File: config.mk
export PLATFORM = sky130hd
export DESIGN_NAME = piecewise_aggregate_approx
export DESIGN_NICKNAME = d
export VERILOG_FILES = /design/src/hw/rtl/paa_pkg.sv /design/src/hw/rtl/paa_front.sv /design/src/hw/rtl/paa_queue.sv /design/src/hw/rtl/paa_back.sv /design/src/hw/rtl/piecewise_aggregate_approx.sv
export SDC_FILE = /design/constraint.sdc
export NUM_CORES = 1
export LEC_CHECK = 0
export CAP_MARGIN = 10
export CORE_MARGIN = 8
export CORE_UTILIZATION = 59
export CTS_CLUSTER_SIZE = 40
export DETAILED_ROUTE_END_ITERATION = 8
export DONT_BUFFER_PORTS = 1
export GPL_TIMING_DRIVEN = 0
export HOLD_SLACK_MARGIN = 0.06
export MAX_ROUTING_LAYER = met4
export PLACE_DENSITY = 0.71
export SYNTH_ARGS = -nofsm -noshare
export SYNTH_HDL_FRONTEND = slang
export SYNTH_SLANG_ARGS = --single-unit
File: constraint.sdc
create_clock -name i_clk -period 12.8 [get_ports i_clk]
set_input_delay 1.28 -clock i_clk [delete_from_list [all_inputs] [get_ports i_clk]]
set_output_delay 1.28 -clock i_clk [all_outputs]
set_load 0.05 [all_outputs]
File: src/hw/rtl/paa_pkg.sv
// ----------------------------------------------------------------------------
// paa_pkg
// Shared widths, register codes, job record and clamp helpers for the
// piecewise aggregate approximation block.
// ----------------------------------------------------------------------------
package paa_pkg;

    localparam int MAX_SERIES_LENGTH = 1024;
    localparam int MAX_SEGMENTS      = 64;

    localparam int SAMPLE_W    = 32;
    localparam int LEN_W       = 11;
    localparam int CNT_W       = 7;
    localparam int IDX_W       = 6;
    localparam int SUM_W       = SAMPLE_W + LEN_W;
    localparam int CFG_IDX_W   = 2;
    localparam int CFG_DATA_W  = LEN_W;
    localparam int QUEUE_DEPTH = 2;

    localparam logic [CFG_IDX_W-1:0] REG_SERIES_LENGTH = CFG_IDX_W'(0);
    localparam logic [CFG_IDX_W-1:0] REG_SEGMENT_COUNT = CFG_IDX_W'(1);

    localparam logic [LEN_W-1:0] RESET_SERIES_LENGTH = LEN_W'(256);
    localparam logic [CNT_W-1:0] RESET_SEGMENT_COUNT = CNT_W'(16);

    // one closed segment on its way to the divider
    typedef struct packed {
        logic signed [SUM_W-1:0] sum;
        logic [LEN_W-1:0]        len;
        logic [CNT_W-1:0]        idx;
        logic                    last_flag;
    } t_seg_job;

    typedef enum logic [2:0] {
        BK_IDLE = 3'b001,
        BK_DIV  = 3'b010,
        BK_DONE = 3'b100
    } t_back_state;

    function automatic logic [LEN_W-1:0] eff_length(input logic [LEN_W-1:0] raw);
        logic [LEN_W-1:0] l;
        l = raw;
        if (raw == '0) begin
            l = LEN_W'(1);
        end else if (int'(raw) > MAX_SERIES_LENGTH) begin
            l = LEN_W'(MAX_SERIES_LENGTH);
        end
        return l;
    endfunction

    function automatic logic [CNT_W-1:0] eff_count(input logic [CNT_W-1:0] raw,
                                                   input logic [LEN_W-1:0] len);
        logic [CNT_W-1:0] c;
        c = raw;
        if (raw == '0) begin
            c = CNT_W'(1);
        end else if (int'(raw) > MAX_SEGMENTS) begin
            c = CNT_W'(MAX_SEGMENTS);
        end
        if (LEN_W'(c) > len) begin
            c = CNT_W'(len);
        end
        return c;
    endfunction

endpackage

File: src/hw/rtl/paa_front.sv
// ----------------------------------------------------------------------------
// paa_front
// Configuration registers, segment length setup and the running sum. Emits
// one job per closed segment.
// ----------------------------------------------------------------------------
module paa_front (
    input  logic                               i_clk,
    input  logic                               i_rst_n,
    input  logic                               i_cfg_valid,
    output logic                               o_cfg_ready,
    input  logic [paa_pkg::CFG_IDX_W-1:0]      i_cfg_index,
    input  logic [paa_pkg::CFG_DATA_W-1:0]     i_cfg_data,
    input  logic                               i_item_valid,
    input  logic signed [paa_pkg::SAMPLE_W-1:0] i_sample,
    output logic                               o_setup_busy,
    output logic                               o_job_wr,
    output paa_pkg::t_seg_job                  o_job
);

    localparam int LEN_W  = paa_pkg::LEN_W;
    localparam int CNT_W  = paa_pkg::CNT_W;
    localparam int SUM_W  = paa_pkg::SUM_W;
    localparam int DCNT_W = $clog2(LEN_W + 1);

    logic [LEN_W-1:0]  r_series_length, n_series_length;
    logic [CNT_W-1:0]  r_segment_count, n_segment_count;
    logic              r_dirty, n_dirty;
    logic              r_busy, n_busy;
    logic [DCNT_W-1:0] r_dcnt, n_dcnt;
    logic [CNT_W-1:0]  r_cd_div, n_cd_div;
    logic [LEN_W-1:0]  r_cd_quo, n_cd_quo;
    logic [CNT_W-1:0]  r_cd_rem, n_cd_rem;
    logic [LEN_W-1:0]  r_base, n_base;
    logic [CNT_W-1:0]  r_extra, n_extra;
    logic [CNT_W-1:0]  r_cnt_eff, n_cnt_eff;
    logic [LEN_W-1:0]  r_pos, n_pos;
    logic [CNT_W-1:0]  r_seg, n_seg;
    logic signed [SUM_W-1:0] r_sum, n_sum;

    logic [LEN_W-1:0]        cd_len;
    logic [CNT_W-1:0]        cd_cnt;
    logic [CNT_W:0]          cd_shift;
    logic                    cd_ge;
    logic [LEN_W-1:0]        seg_len;
    logic [LEN_W-1:0]        pos_next;
    logic signed [SUM_W-1:0] sum_next;
    logic                    seg_close;
    logic                    seg_last;
    logic                    cfg_wr;

    assign o_cfg_ready  = 1'b1;
    assign cfg_wr       = i_cfg_valid;
    assign o_setup_busy = r_dirty | r_busy;

    assign cd_len   = paa_pkg::eff_length(r_series_length);
    assign cd_cnt   = paa_pkg::eff_count(r_segment_count, cd_len);
    assign cd_shift = {r_cd_rem, r_cd_quo[LEN_W-1]};
    assign cd_ge    = cd_shift >= {1'b0, r_cd_div};

    // first (L mod C) segments take one sample more
    assign seg_len   = r_base + LEN_W'(r_seg < r_extra);
    assign pos_next  = r_pos + LEN_W'(1);
    assign sum_next  = r_sum + SUM_W'(i_sample);
    assign seg_close = pos_next == seg_len;
    assign seg_last  = ({1'b0, r_seg} + (CNT_W+1)'(1)) >= {1'b0, r_cnt_eff};

    assign o_job_wr       = i_item_valid & seg_close;
    assign o_job.sum      = sum_next;
    assign o_job.len      = seg_len;
    assign o_job.idx      = r_seg;
    assign o_job.last_flag = seg_last;

    always_comb begin
        n_series_length = r_series_length;
        n_segment_count = r_segment_count;
        n_dirty   = r_dirty;
        n_busy    = r_busy;
        n_dcnt    = r_dcnt;
        n_cd_div  = r_cd_div;
        n_cd_quo  = r_cd_quo;
        n_cd_rem  = r_cd_rem;
        n_base    = r_base;
        n_extra   = r_extra;
        n_cnt_eff = r_cnt_eff;
        n_pos     = r_pos;
        n_seg     = r_seg;
        n_sum     = r_sum;

        // base = L / C, extra = L mod C, one quotient bit per cycle
        if (r_dirty) begin
            n_cd_quo  = cd_len;
            n_cd_div  = cd_cnt;
            n_cd_rem  = '0;
            n_dcnt    = DCNT_W'(LEN_W);
            n_busy    = 1'b1;
            n_dirty   = 1'b0;
            n_cnt_eff = cd_cnt;
        end else if (r_busy) begin
            n_cd_rem = cd_ge ? CNT_W'(cd_shift - {1'b0, r_cd_div}) : CNT_W'(cd_shift);
            n_cd_quo = {r_cd_quo[LEN_W-2:0], cd_ge};
            n_dcnt   = r_dcnt - DCNT_W'(1);
            if (r_dcnt == DCNT_W'(1)) begin
                n_busy  = 1'b0;
                n_base  = n_cd_quo;
                n_extra = n_cd_rem;
            end
        end

        if (i_item_valid) begin
            if (seg_close) begin
                n_pos = '0;
                n_sum = '0;
                n_seg = seg_last ? '0 : r_seg + CNT_W'(1);
            end else begin
                n_pos = pos_next;
                n_sum = sum_next;
            end
        end

        if (cfg_wr) begin
            case (i_cfg_index)
                paa_pkg::REG_SERIES_LENGTH: begin
                    n_series_length = i_cfg_data;
                    n_dirty = 1'b1;
                    n_pos   = '0;
                    n_seg   = '0;
                    n_sum   = '0;
                end
                paa_pkg::REG_SEGMENT_COUNT: begin
                    n_segment_count = i_cfg_data[CNT_W-1:0];
                    n_dirty = 1'b1;
                    n_pos   = '0;
                    n_seg   = '0;
                    n_sum   = '0;
                end
                default: begin
                end
            endcase
        end
    end

    always_ff @(posedge i_clk) begin
        if (!i_rst_n) begin
            r_series_length <= paa_pkg::RESET_SERIES_LENGTH;
            r_segment_count <= paa_pkg::RESET_SEGMENT_COUNT;
            r_dirty   <= 1'b1;
            r_busy    <= 1'b0;
            r_dcnt    <= '0;
            r_cnt_eff <= CNT_W'(1);
            r_pos     <= '0;
            r_seg     <= '0;
            r_sum     <= '0;
        end else begin
            r_series_length <= n_series_length;
            r_segment_count <= n_segment_count;
            r_dirty   <= n_dirty;
            r_busy    <= n_busy;
            r_dcnt    <= n_dcnt;
            r_cnt_eff <= n_cnt_eff;
            r_pos     <= n_pos;
            r_seg     <= n_seg;
            r_sum     <= n_sum;
        end
    end

    always_ff @(posedge i_clk) begin
        r_cd_div <= n_cd_div;
        r_cd_quo <= n_cd_quo;
        r_cd_rem <= n_cd_rem;
        r_base   <= n_base;
        r_extra  <= n_extra;
    end

`ifndef SYNTH
    a_no_job_in_setup: assert property (@(posedge i_clk) disable iff (!i_rst_n)
        o_job_wr |-> !o_setup_busy)
        else $error("segment job issued during length setup");

    a_seg_in_range: assert property (@(posedge i_clk) disable iff (!i_rst_n)
        !o_setup_busy |-> (r_seg < r_cnt_eff))
        else $error("segment index beyond segment count");
`endif

endmodule

File: src/hw/rtl/paa_queue.sv
// ----------------------------------------------------------------------------
// paa_queue
// Short FIFO of closed-segment jobs between the accumulator and the divider.
// ----------------------------------------------------------------------------
module paa_queue (
    input  logic              i_clk,
    input  logic              i_rst_n,
    input  logic              i_wr,
    input  paa_pkg::t_seg_job i_wr_data,
    output logic              o_full,
    output logic              o_valid,
    output paa_pkg::t_seg_job o_rd_data,
    input  logic              i_rd
);

    localparam int DEPTH = paa_pkg::QUEUE_DEPTH;
    localparam int PTR_W = (DEPTH > 1) ? $clog2(DEPTH) : 1;
    localparam int CNT_W = $clog2(DEPTH + 1);

    paa_pkg::t_seg_job r_mem [DEPTH];
    logic [PTR_W-1:0]  r_wr_ptr, n_wr_ptr;
    logic [PTR_W-1:0]  r_rd_ptr, n_rd_ptr;
    logic [CNT_W-1:0]  r_count, n_count;
    logic              do_wr;
    logic              do_rd;

    assign o_full    = r_count == CNT_W'(DEPTH);
    assign o_valid   = r_count != '0;
    assign o_rd_data = r_mem[r_rd_ptr];
    assign do_wr     = i_wr & ~o_full;
    assign do_rd     = i_rd & o_valid;

    always_comb begin
        n_wr_ptr = r_wr_ptr;
        n_rd_ptr = r_rd_ptr;
        n_count  = r_count;
        if (do_wr) begin
            n_wr_ptr = (r_wr_ptr == PTR_W'(DEPTH - 1)) ? '0 : r_wr_ptr + PTR_W'(1);
        end
        if (do_rd) begin
            n_rd_ptr = (r_rd_ptr == PTR_W'(DEPTH - 1)) ? '0 : r_rd_ptr + PTR_W'(1);
        end
        if (do_wr && !do_rd) begin
            n_count = r_count + CNT_W'(1);
        end else if (do_rd && !do_wr) begin
            n_count = r_count - CNT_W'(1);
        end
    end

    always_ff @(posedge i_clk) begin
        if (!i_rst_n) begin
            r_wr_ptr <= '0;
            r_rd_ptr <= '0;
            r_count  <= '0;
        end else begin
            r_wr_ptr <= n_wr_ptr;
            r_rd_ptr <= n_rd_ptr;
            r_count  <= n_count;
        end
    end

    always_ff @(posedge i_clk) begin
        if (do_wr) begin
            r_mem[r_wr_ptr] <= i_wr_data;
        end
    end

`ifndef SYNTH
    a_no_overflow: assert property (@(posedge i_clk) disable iff (!i_rst_n)
        i_wr |-> !o_full)
        else $error("job queue written while full");
`endif

endmodule

File: src/hw/rtl/paa_back.sv
// ----------------------------------------------------------------------------
// paa_back
// Signed segment sum over segment length, restoring division one bit per
// cycle, followed by the result register.
// ----------------------------------------------------------------------------
module paa_back (
    input  logic                               i_clk,
    input  logic                               i_rst_n,
    input  logic                               i_job_valid,
    input  paa_pkg::t_seg_job                  i_job,
    output logic                               o_job_rd,
    input  logic                               i_pop,
    output logic                               o_empty,
    output logic signed [paa_pkg::SAMPLE_W-1:0] o_segment_mean,
    output logic [paa_pkg::IDX_W-1:0]          o_segment_index,
    output logic                               o_last_of_series
);

    localparam int LEN_W  = paa_pkg::LEN_W;
    localparam int CNT_W  = paa_pkg::CNT_W;
    localparam int SUM_W  = paa_pkg::SUM_W;
    localparam int SMP_W  = paa_pkg::SAMPLE_W;
    localparam int IDX_W  = paa_pkg::IDX_W;
    localparam int STEP_W = $clog2(SUM_W);

    paa_pkg::t_back_state r_state, n_state;
    logic [STEP_W-1:0]    r_step, n_step;
    logic [SUM_W-1:0]     r_quo, n_quo;
    logic [LEN_W-1:0]     r_rem, n_rem;
    logic [LEN_W-1:0]     r_div, n_div;
    logic                 r_neg, n_neg;
    logic [CNT_W-1:0]     r_idx, n_idx;
    logic                 r_last, n_last;
    logic                 r_out_valid, n_out_valid;
    logic [SMP_W-1:0]     r_out_mean, n_out_mean;
    logic [IDX_W-1:0]     r_out_idx, n_out_idx;
    logic                 r_out_last, n_out_last;

    logic [SUM_W-1:0] job_mag;
    logic [LEN_W:0]   div_shift;
    logic             div_ge;
    logic [SMP_W-1:0] quo_low;
    logic             out_pop;

    assign job_mag   = i_job.sum[SUM_W-1] ? (~i_job.sum + SUM_W'(1)) : i_job.sum;
    assign div_shift = {r_rem, r_quo[SUM_W-1]};
    assign div_ge    = div_shift >= {1'b0, r_div};
    assign quo_low   = r_quo[SMP_W-1:0];
    assign out_pop   = i_pop & r_out_valid;

    assign o_job_rd         = (r_state == paa_pkg::BK_IDLE) & i_job_valid;
    assign o_empty          = ~r_out_valid;
    assign o_segment_mean   = r_out_mean;
    assign o_segment_index  = r_out_idx;
    assign o_last_of_series = r_out_last;

    always_comb begin
        n_state     = r_state;
        n_step      = r_step;
        n_quo       = r_quo;
        n_rem       = r_rem;
        n_div       = r_div;
        n_neg       = r_neg;
        n_idx       = r_idx;
        n_last      = r_last;
        n_out_valid = r_out_valid & ~out_pop;
        n_out_mean  = r_out_mean;
        n_out_idx   = r_out_idx;
        n_out_last  = r_out_last;

        case (r_state)
            paa_pkg::BK_IDLE: begin
                if (i_job_valid) begin
                    n_quo   = job_mag;
                    n_rem   = '0;
                    n_div   = i_job.len;
                    n_neg   = i_job.sum[SUM_W-1];
                    n_idx   = i_job.idx;
                    n_last  = i_job.last_flag;
                    n_step  = STEP_W'(SUM_W - 1);
                    n_state = paa_pkg::BK_DIV;
                end
            end
            paa_pkg::BK_DIV: begin
                n_rem  = div_ge ? LEN_W'(div_shift - {1'b0, r_div}) : LEN_W'(div_shift);
                n_quo  = {r_quo[SUM_W-2:0], div_ge};
                n_step = r_step - STEP_W'(1);
                if (r_step == '0) begin
                    n_state = paa_pkg::BK_DONE;
                end
            end
            paa_pkg::BK_DONE: begin
                // magnitude always fits the sample width; sign goes back on here
                if (!r_out_valid || i_pop) begin
                    n_out_valid = 1'b1;
                    n_out_mean  = r_neg ? (~quo_low + SMP_W'(1)) : quo_low;
                    n_out_idx   = IDX_W'(r_idx);
                    n_out_last  = r_last;
                    n_state     = paa_pkg::BK_IDLE;
                end
            end
            default: begin
                n_state = paa_pkg::BK_IDLE;
            end
        endcase
    end

    always_ff @(posedge i_clk) begin
        if (!i_rst_n) begin
            r_state     <= paa_pkg::BK_IDLE;
            r_out_valid <= 1'b0;
            r_step      <= '0;
        end else begin
            r_state     <= n_state;
            r_out_valid <= n_out_valid;
            r_step      <= n_step;
        end
    end

    always_ff @(posedge i_clk) begin
        r_quo      <= n_quo;
        r_rem      <= n_rem;
        r_div      <= n_div;
        r_neg      <= n_neg;
        r_idx      <= n_idx;
        r_last     <= n_last;
        r_out_mean <= n_out_mean;
        r_out_idx  <= n_out_idx;
        r_out_last <= n_out_last;
    end

`ifndef SYNTH
    a_rem_below_div: assert property (@(posedge i_clk) disable iff (!i_rst_n)
        (r_state == paa_pkg::BK_DONE) |-> (r_rem < r_div))
        else $error("division remainder not below segment length");

    a_job_only_idle: assert property (@(posedge i_clk) disable iff (!i_rst_n)
        o_job_rd |=> (r_state == paa_pkg::BK_DIV))
        else $error("job taken but division not started");
`endif

endmodule

File: src/hw/rtl/piecewise_aggregate_approx.sv
// ----------------------------------------------------------------------------
// piecewise_aggregate_approx
// Streaming segment means of fixed-length Q16.16 series.
// ----------------------------------------------------------------------------
// The accumulator takes one sample per cycle while full is low and closes
// segments; each closed segment is queued (two deep) and divided by its
// length in a restoring divider that yields one quotient bit per cycle; the
// back end loads the job, runs 43 division steps and writes the result.
// Samples flow at one per cycle while the queue has room; the divider takes
// a new segment only after its last result is written, so with short
// segments full rises while the queue holds two pending segments.
// After reset and after every write to the length or count register, full
// stays high while the segment base length and remainder are computed.
// ----------------------------------------------------------------------------
module piecewise_aggregate_approx (
    input  logic                               i_clk,
    input  logic                               i_rst_n,
    input  logic                               i_cfg_valid,
    output logic                               o_cfg_ready,
    input  logic [paa_pkg::CFG_IDX_W-1:0]      i_cfg_index,
    input  logic [paa_pkg::CFG_DATA_W-1:0]     i_cfg_data,
    input  logic                               push,
    output logic                               full,
    input  logic signed [paa_pkg::SAMPLE_W-1:0] i_sample,
    output logic                               empty,
    input  logic                               pop,
    output logic signed [paa_pkg::SAMPLE_W-1:0] o_segment_mean,
    output logic [paa_pkg::IDX_W-1:0]          o_segment_index,
    output logic                               o_last_of_series
);

    logic              setup_busy;
    logic              queue_full;
    logic              item_valid;
    logic              job_wr;
    paa_pkg::t_seg_job job_in;
    logic              job_valid;
    paa_pkg::t_seg_job job_out;
    logic              job_rd;

    assign full       = setup_busy | queue_full;
    assign item_valid = push & ~full;

    paa_front u_front (
        .i_clk        (i_clk),
        .i_rst_n      (i_rst_n),
        .i_cfg_valid  (i_cfg_valid),
        .o_cfg_ready  (o_cfg_ready),
        .i_cfg_index  (i_cfg_index),
        .i_cfg_data   (i_cfg_data),
        .i_item_valid (item_valid),
        .i_sample     (i_sample),
        .o_setup_busy (setup_busy),
        .o_job_wr     (job_wr),
        .o_job        (job_in)
    );

    paa_queue u_queue (
        .i_clk     (i_clk),
        .i_rst_n   (i_rst_n),
        .i_wr      (job_wr),
        .i_wr_data (job_in),
        .o_full    (queue_full),
        .o_valid   (job_valid),
        .o_rd_data (job_out),
        .i_rd      (job_rd)
    );

    paa_back u_back (
        .i_clk            (i_clk),
        .i_rst_n          (i_rst_n),
        .i_job_valid      (job_valid),
        .i_job            (job_out),
        .o_job_rd         (job_rd),
        .i_pop            (pop),
        .o_empty          (empty),
        .o_segment_mean   (o_segment_mean),
        .o_segment_index  (o_segment_index),
        .o_last_of_series (o_last_of_series)
    );

endmodule
Yosys cells after proc, flatten, opt, wreduce, memory -nomap -nowiden
Memories as Yosys holds them, arrays and structs flattened. A register that Yosys moved wholly into a read port is not among the register bits.
Index checks and enable logic that the tools add are counted.
{ "totals": {"regBits": 261, "latchBits": 0, "ram_bits": 124, "mem_bits_ro": 0, "in_bits": 50, "out_inout_bits": 42, "wordCells": 154, "n_memories": 1} }
{ "op_classes": {"addsub": 15, "n_mul": 0, "div": 0, "n_lt_le_gt_ge": 7, "eq_ne": 10, "shift": 0, "mux": 51, "n_bitwise": 17, "reduce_logical": 23} }
{ "mem_list": {"columns": ["name", "words", "width", "rd", "rd_ports_with_merged_regs", "write_ports", "line_no", "text"], "rows": [
  ["u_queue.r_mem", 2, 62, 1, 1, 1, "paa_queue.sv:20", "paa_pkg::t_seg_job r_mem [DEPTH];"]
]} }
{ "op_table": {"columns": ["op", "n"], "rows": [
  ["2-to-1 mux 43 bit", 6],
  ["2-to-1 mux 11 bit", 10],
  ["one-hot mux 43 bit (2 select lines)", 1],
  ["2-to-1 mux 7 bit", 9],
  ["adder 43 x 2 -> 43 bit, second input constant", 1],
  ["adder 43 x 32 -> 43 bit", 1],
  ["inverter 43 bit", 1],
  ["adder 32 x 1 -> 32 bit, second input constant", 1],
  ["2-to-1 mux 32 bit", 1],
  ["inverter 32 bit", 1],
  ["one-hot mux 11 bit (2 select lines)", 1],
  ["greater-or-equal comparator 8 x 7 -> 1 bit", 2],
  ["2-to-1 mux 1 bit", 13],
  ["greater-or-equal comparator 12 x 11 -> 1 bit", 1],
  ["one-hot mux 6 bit (2 select lines)", 1],
  ["adder 11 x 1 -> 11 bit", 1],
  ["adder 11 x 1 -> 11 bit, second input constant", 1],
  ["equality test 11 bit", 1],
  ["greater-than comparator 11 bit, second input constant", 1],
  ["greater-than comparator 7 x 11 -> 1 bit", 1],
  ["zero test 11 bit", 1],
  ["subtractor 11 bit", 1],
  ["AND reduction 2 bit", 5],
  ["2-to-1 mux 3 bit", 3],
  ["other kinds (33)", 58]
]} }

Depth between registers and ports, before layout
{ "depth": {"word_depth": 10, "ltp_mapped": 23, "ltp_nobuf": 22} }

By module
A second synthesis with hierarchy kept.
{ "hier_totals": {"hier_cells": 1836, "hier_area_um2": 20143.1} }
{ "by_module_without_submodules": {"columns": ["module", "instances", "cells_per_inst", "area_each_um2", "seq_area_each_um2"], "rows": [
  ["paa_front", 1, 1018, 8887.3, 3062.9],
  ["paa_back", 1, 598, 6533.8, 3563.4],
  ["paa_queue", 1, 218, 4708.3, 3823.7],
  ["piecewise_aggregate_approx", 1, 2, 13.8, 0.0]
]} }

Worst setup path after synthesis
No wires, ideal clock.
{ "synth_path": {"path_kind": "register to register", "from": "register u_front.r_seg[1]", "to": "memory u_queue.r_mem[0][0] in the netlist's numbering, enable pin", "setup_time_ns": 0.481, "arrival_time_ns": 5.822, "required_ns": 12.319, "slack_ns": 6.496, "stages_incl_launch_ff": 19, "period_less_slack_ns": 6.304, "cell_sequence": "dfxtp_1 > ha_1 > a21o_1 > a21o_1 > a21oi_1 > nor2b_1 > o21ai_0 > nand2b_1 > a21oi_1 > ha_1 > ha_1 > nand2_1 > or3_1 > o211ai_1 > nor4b_1 > nand4bb_1 > or3_1 > buf_2 > nor2_1"} }
{ "synth_between": {"elab_chain_len": 7} }
{ "synth_lines": {"columns": ["item", "line_no", "text"], "rows": [
  ["start: declaration", "paa_front.sv:37", "logic [CNT_W-1:0] r_seg, n_seg;"],
  ["start signal: assignment", "paa_front.sv:161", "r_seg <= n_seg;"],
  ["< comparator 7 bit", "paa_front.sv:61", "assign seg_len = r_base + LEN_W'(r_seg < r_extra);"],
  ["adder 11 x 1 -> 11 bit", "paa_front.sv:61", null],
  ["equality test 11 bit", "paa_front.sv:64", "assign seg_close = pos_next == seg_len;"],
  ["bitwise AND 1 bit", "paa_front.sv:67", "assign o_job_wr = i_item_valid & seg_close;"],
  ["bitwise AND 1 bit", "paa_queue.sv:30", "assign do_wr = i_wr & ~o_full;"],
  ["2-to-1 mux 1 bit", "paa_queue.sv:63", "if (do_wr) begin"],
  ["2-to-1 mux 1 bit (not written as such)", "paa_queue.sv:64", "r_mem[r_wr_ptr] <= i_wr_data;"],
  ["end: declaration", "paa_queue.sv:20", null]
]} }
No other way between the ends.

==> impl_results.md <==
- CTS resizes: 0
- CTS tree: done
- Die Wd: approximately 200 um
- Initial core utilization: 0.598
- ANT nets after route: 0
- Core area: 33,400 um^2
- Total number of vias: 13,900
- Post-synth EDFFs: between 200 and 300
- Initial antenna violation count: 2
- Number of instances in the placed design: 2,285
- Post-synth top flop: edfxtp_1
- Initial detailed-routing violation count: 955
- Final core utilization: 0.659
- CTS buffer count: 41
- HPWL after detailed placement: 34.1 mm
- Reg2reg setup slack: around 7.5 ns
- Worst vdd ir: roughly 0.12 mV
- Slew HR: 0.431
- Synthesized instance count: 1,830
- CP max stage cell: xnor2_1
- Mapped Area: between 20,000 and 25,000 um^2
- RSZ-0062 raised after global routing: false
- Vias in the first global route: 13,400
- Worst r2r src: u_front.r_seg[1]
- Asr flop ratio synth: 0
- First-pass GRT wire length: 72.0 mm
- WL/cell: 19.3 um
- Max-cap viol count: 0
- Post-route cell area: between 20,000 and 25,000 um^2
- Area Overhead vs Synth: 10.2%
- Clk_skew: 0.0130 ns
- H-Tree Level Count: 2
- CTS max path bufs: 3
- Crit. End Element: register
- Postcts setup bufs: 0
- Die area: between 40,000 and 50,000 um^2
- Core Rows: 67
- Non-filler instance count after layout: 2,359
- Period utilisation layout: 0.416
- Pwr Total: 3800 uW
- Hold Path Class: register to register
- R2R cell count: 20
- CP startpoint kind: register
- Post-Syn Area per Cell: 10.9 um^2
- Post-route minimum period: 5.33 ns
- Worst path max stage delay: 0.50 ns
- Overall routing resource usage: 0.226
- Syn nets: 1,974
- #FFs+latches synth: between 300 and 400
- Fin Setup TNS: 0 ns
- Layout cell share with drive strength beyond 1: 0.0801
- Final net count: between 2,000 and 2,500
- Leak: 0.00814 uW
- Max Clk Rate: around 190 MHz
- Setup violators final: 0
- Run status: finished, final reports clean
- Root Buffer: clkbuf_16
- Slew Limit Fails: 0
- CP arrival: 5.57 ns
- GR Overflow Total: 0
- Final hold vios: 0
- Area post-placement: 20,700 um^2
- Seq/Total Area, Yosys: 0.519
- Crit-path cells: ha_1 > a21o_1 > a21o_1 > a21oi_1 > nor2b_1 > o21ai_0 > nand2b_1 > a21oi_1 > ha_1 > ha_1 > and3_1 > nand4_1 > xnor2_1 > xnor2_1 > or2_1 > or3_1 > buf_2 > nor2_4 > buf_12 > buf_16
- Clock Latency Late Sink: 0.55 ns
- Vias/cell: 5.89
- DIE HEIGHT: approximately 200 um
- Slew of the pin with the lowest slew margin: 0.854 ns
- Distinct cells, synth: 76
- Crit-path max FO: 24
- Total Wirelength: ~45 mm
- CP startpoint: u_front.r_seg[1]
- Port buffer count: 0
- Top-level I/O count: 92
- # clock sinks: 384
- Worst hold stages: 0
- Setup CP Type: register to register
- CP dominant cell by count: ha_1
- Hold-fix buffers, CTS: 0
- HP Start: u_back.r_idx[0]
- Syn. warnings: 0
- Reg clk slew, reported paths: 0.06 ns
- Gpl congestion: 0.891
- Largest net degree at the start of global routing: 41
- Total iterations of the first detailed-routing run: 5
- Power per cell area: ~170 nW/um^2
- DRC errors left: 0
- Required time worst endpoint: about 13 ns
## cell families (layout without fill, tap and decap cells)
group                    count (synthesis)  after routing  share of synthesized area
XOR/XNOR                               157            157                     0.0687
other                                    1              3                   0.000187
adder cells (fa/ha/maj)                 94             94                     0.0599
AND/OR/NAND/NOR                        494            494                      0.125
buffers and inverters                  160            239                     0.0311
AO/OA/AOI/OAI                          423            423                      0.134
multiplexers                           117            117                     0.0608
flip-flops                             384            384                      0.519
## Yosys cell counts, drive strengths merged, types with 12 or more instances
cell,number,area share
nor3b,12,0.0048
o21a,14,0.0053
nor2b,40,0.013
buf,17,0.0043
nand4,26,0.0081
nand3,43,0.011
edfxtp,270,0.41
a21oi,106,0.027
mux2i,81,0.041
a31oi,17,0.0053
clkbuf,62,0.012
o21ai,125,0.031
nor3,32,0.0086
or3,16,0.0056
dfxtp,114,0.11
a22o,27,0.012
xnor2,93,0.041
nand2,135,0.025
and2,12,0.0038
nor2,115,0.022
ha,91,0.057
mux2,36,0.020
inv,81,0.015
xor2,64,0.028
nand2b,12,0.0038
o31ai,15,0.0059
a21o,36,0.014
## critical path, delay by kind of cell, from the launching register on
family	cells	cell delay (ns)
fa+ha+maj	3	0.81
simple gates	7	1.61
compound gates	5	0.83
xor+xnor	2	0.63
flops	1	0.45
buf+inv	3	0.68
## layout by cell type (no fill, tap or decap), drive strengths merged, types with 11 or more instances in the layout
cell,n
o21ai,125
a22o,27
inv,82
nor2b,40
nand4,26
a31oi,17
a21oi,106
o31ai,15
o21bai,11
ha,91
nor2,115
buf,24
and2,12
nand2,135
a21boi,11
mux2,36
edfxtp,270
clkbuf,117
xor2,64
nor3b,12
xnor2,93
nand2b,12
dfxtp,114
a21o,36
o21a,14
or3,16
clkinv,13
mux2i,81
nand3,43
nor3,32
## registers in the layout, indices dropped and copies added (netlist names), 3 cells and up, named ones only
signal,flops
u_front.r_seg,7
u_back.r_rem,11
u_back.r_step,6
u_front.r_cd_quo,11
u_front.r_series_length,11
u_back.r_idx,6
u_front.r_extra,7
u_front.r_pos,11
u_queue.r_mem,122
u_front.r_cd_div,7
u_back.r_div,11
u_front.r_sum,43
u_front.r_cd_rem,7
u_back.r_state,3
u_front.r_segment_count,7
u_back.o_segment_mean,32
u_front.r_cnt_eff,7
u_front.r_dcnt,4
u_back.r_quo,43
u_front.r_base,11
u_back.o_segment_index,6
## stage by stage
step / setup slack (ns) / hold WS (ns)
global route: 7.25 / 0.446
floorplan: 6.50 / 0.400
CTS: 7.53 / 0.441
global placement: 4.50 / 0.423
finish: 7.47 / 0.439
detailed placement: 7.56 / 0.427
## layer usage
metal / track usage / part of all wire
met4: 0.0651 / 0.022
met2: 0.330 / 0.43
met5: - / 0
met3: 0.0452 / 0.069
met1: 0.318 / 0.48
## where the power goes
group          switching (uW)  leakage [uW]  internal [uW]
Combinational             590       0.00406            398
Clock                     479      0.000629            655
Sequential                110       0.00345           1560
Total                    1180       0.00814           2620
## final timing paths
| kind | endpoint |
|---|---|
| min | u_back.o_segment_index[0] |
| max | u_queue.r_mem[0][41] |
| min reg2reg | u_back.o_segment_index[0] |
| max reg2reg | u_queue.r_mem[0][41] |
## layout make-up
class | count | area (um^2)
Antenna cell | 2 | 5.00
Timing Repair Buffer | 7 | 146
Tap cell | 448 | 561
Sequential cell | 384 | 10400
Buffer | 79 | 318
Clock buffer | 55 | 1190
Fill cell | 2586 | 11400
Inverter | 81 | 304
Clock inverter | 17 | 97.6
Multi-Input combinational cell | 1286 | 9020
(Power assumes the default switching activity.)
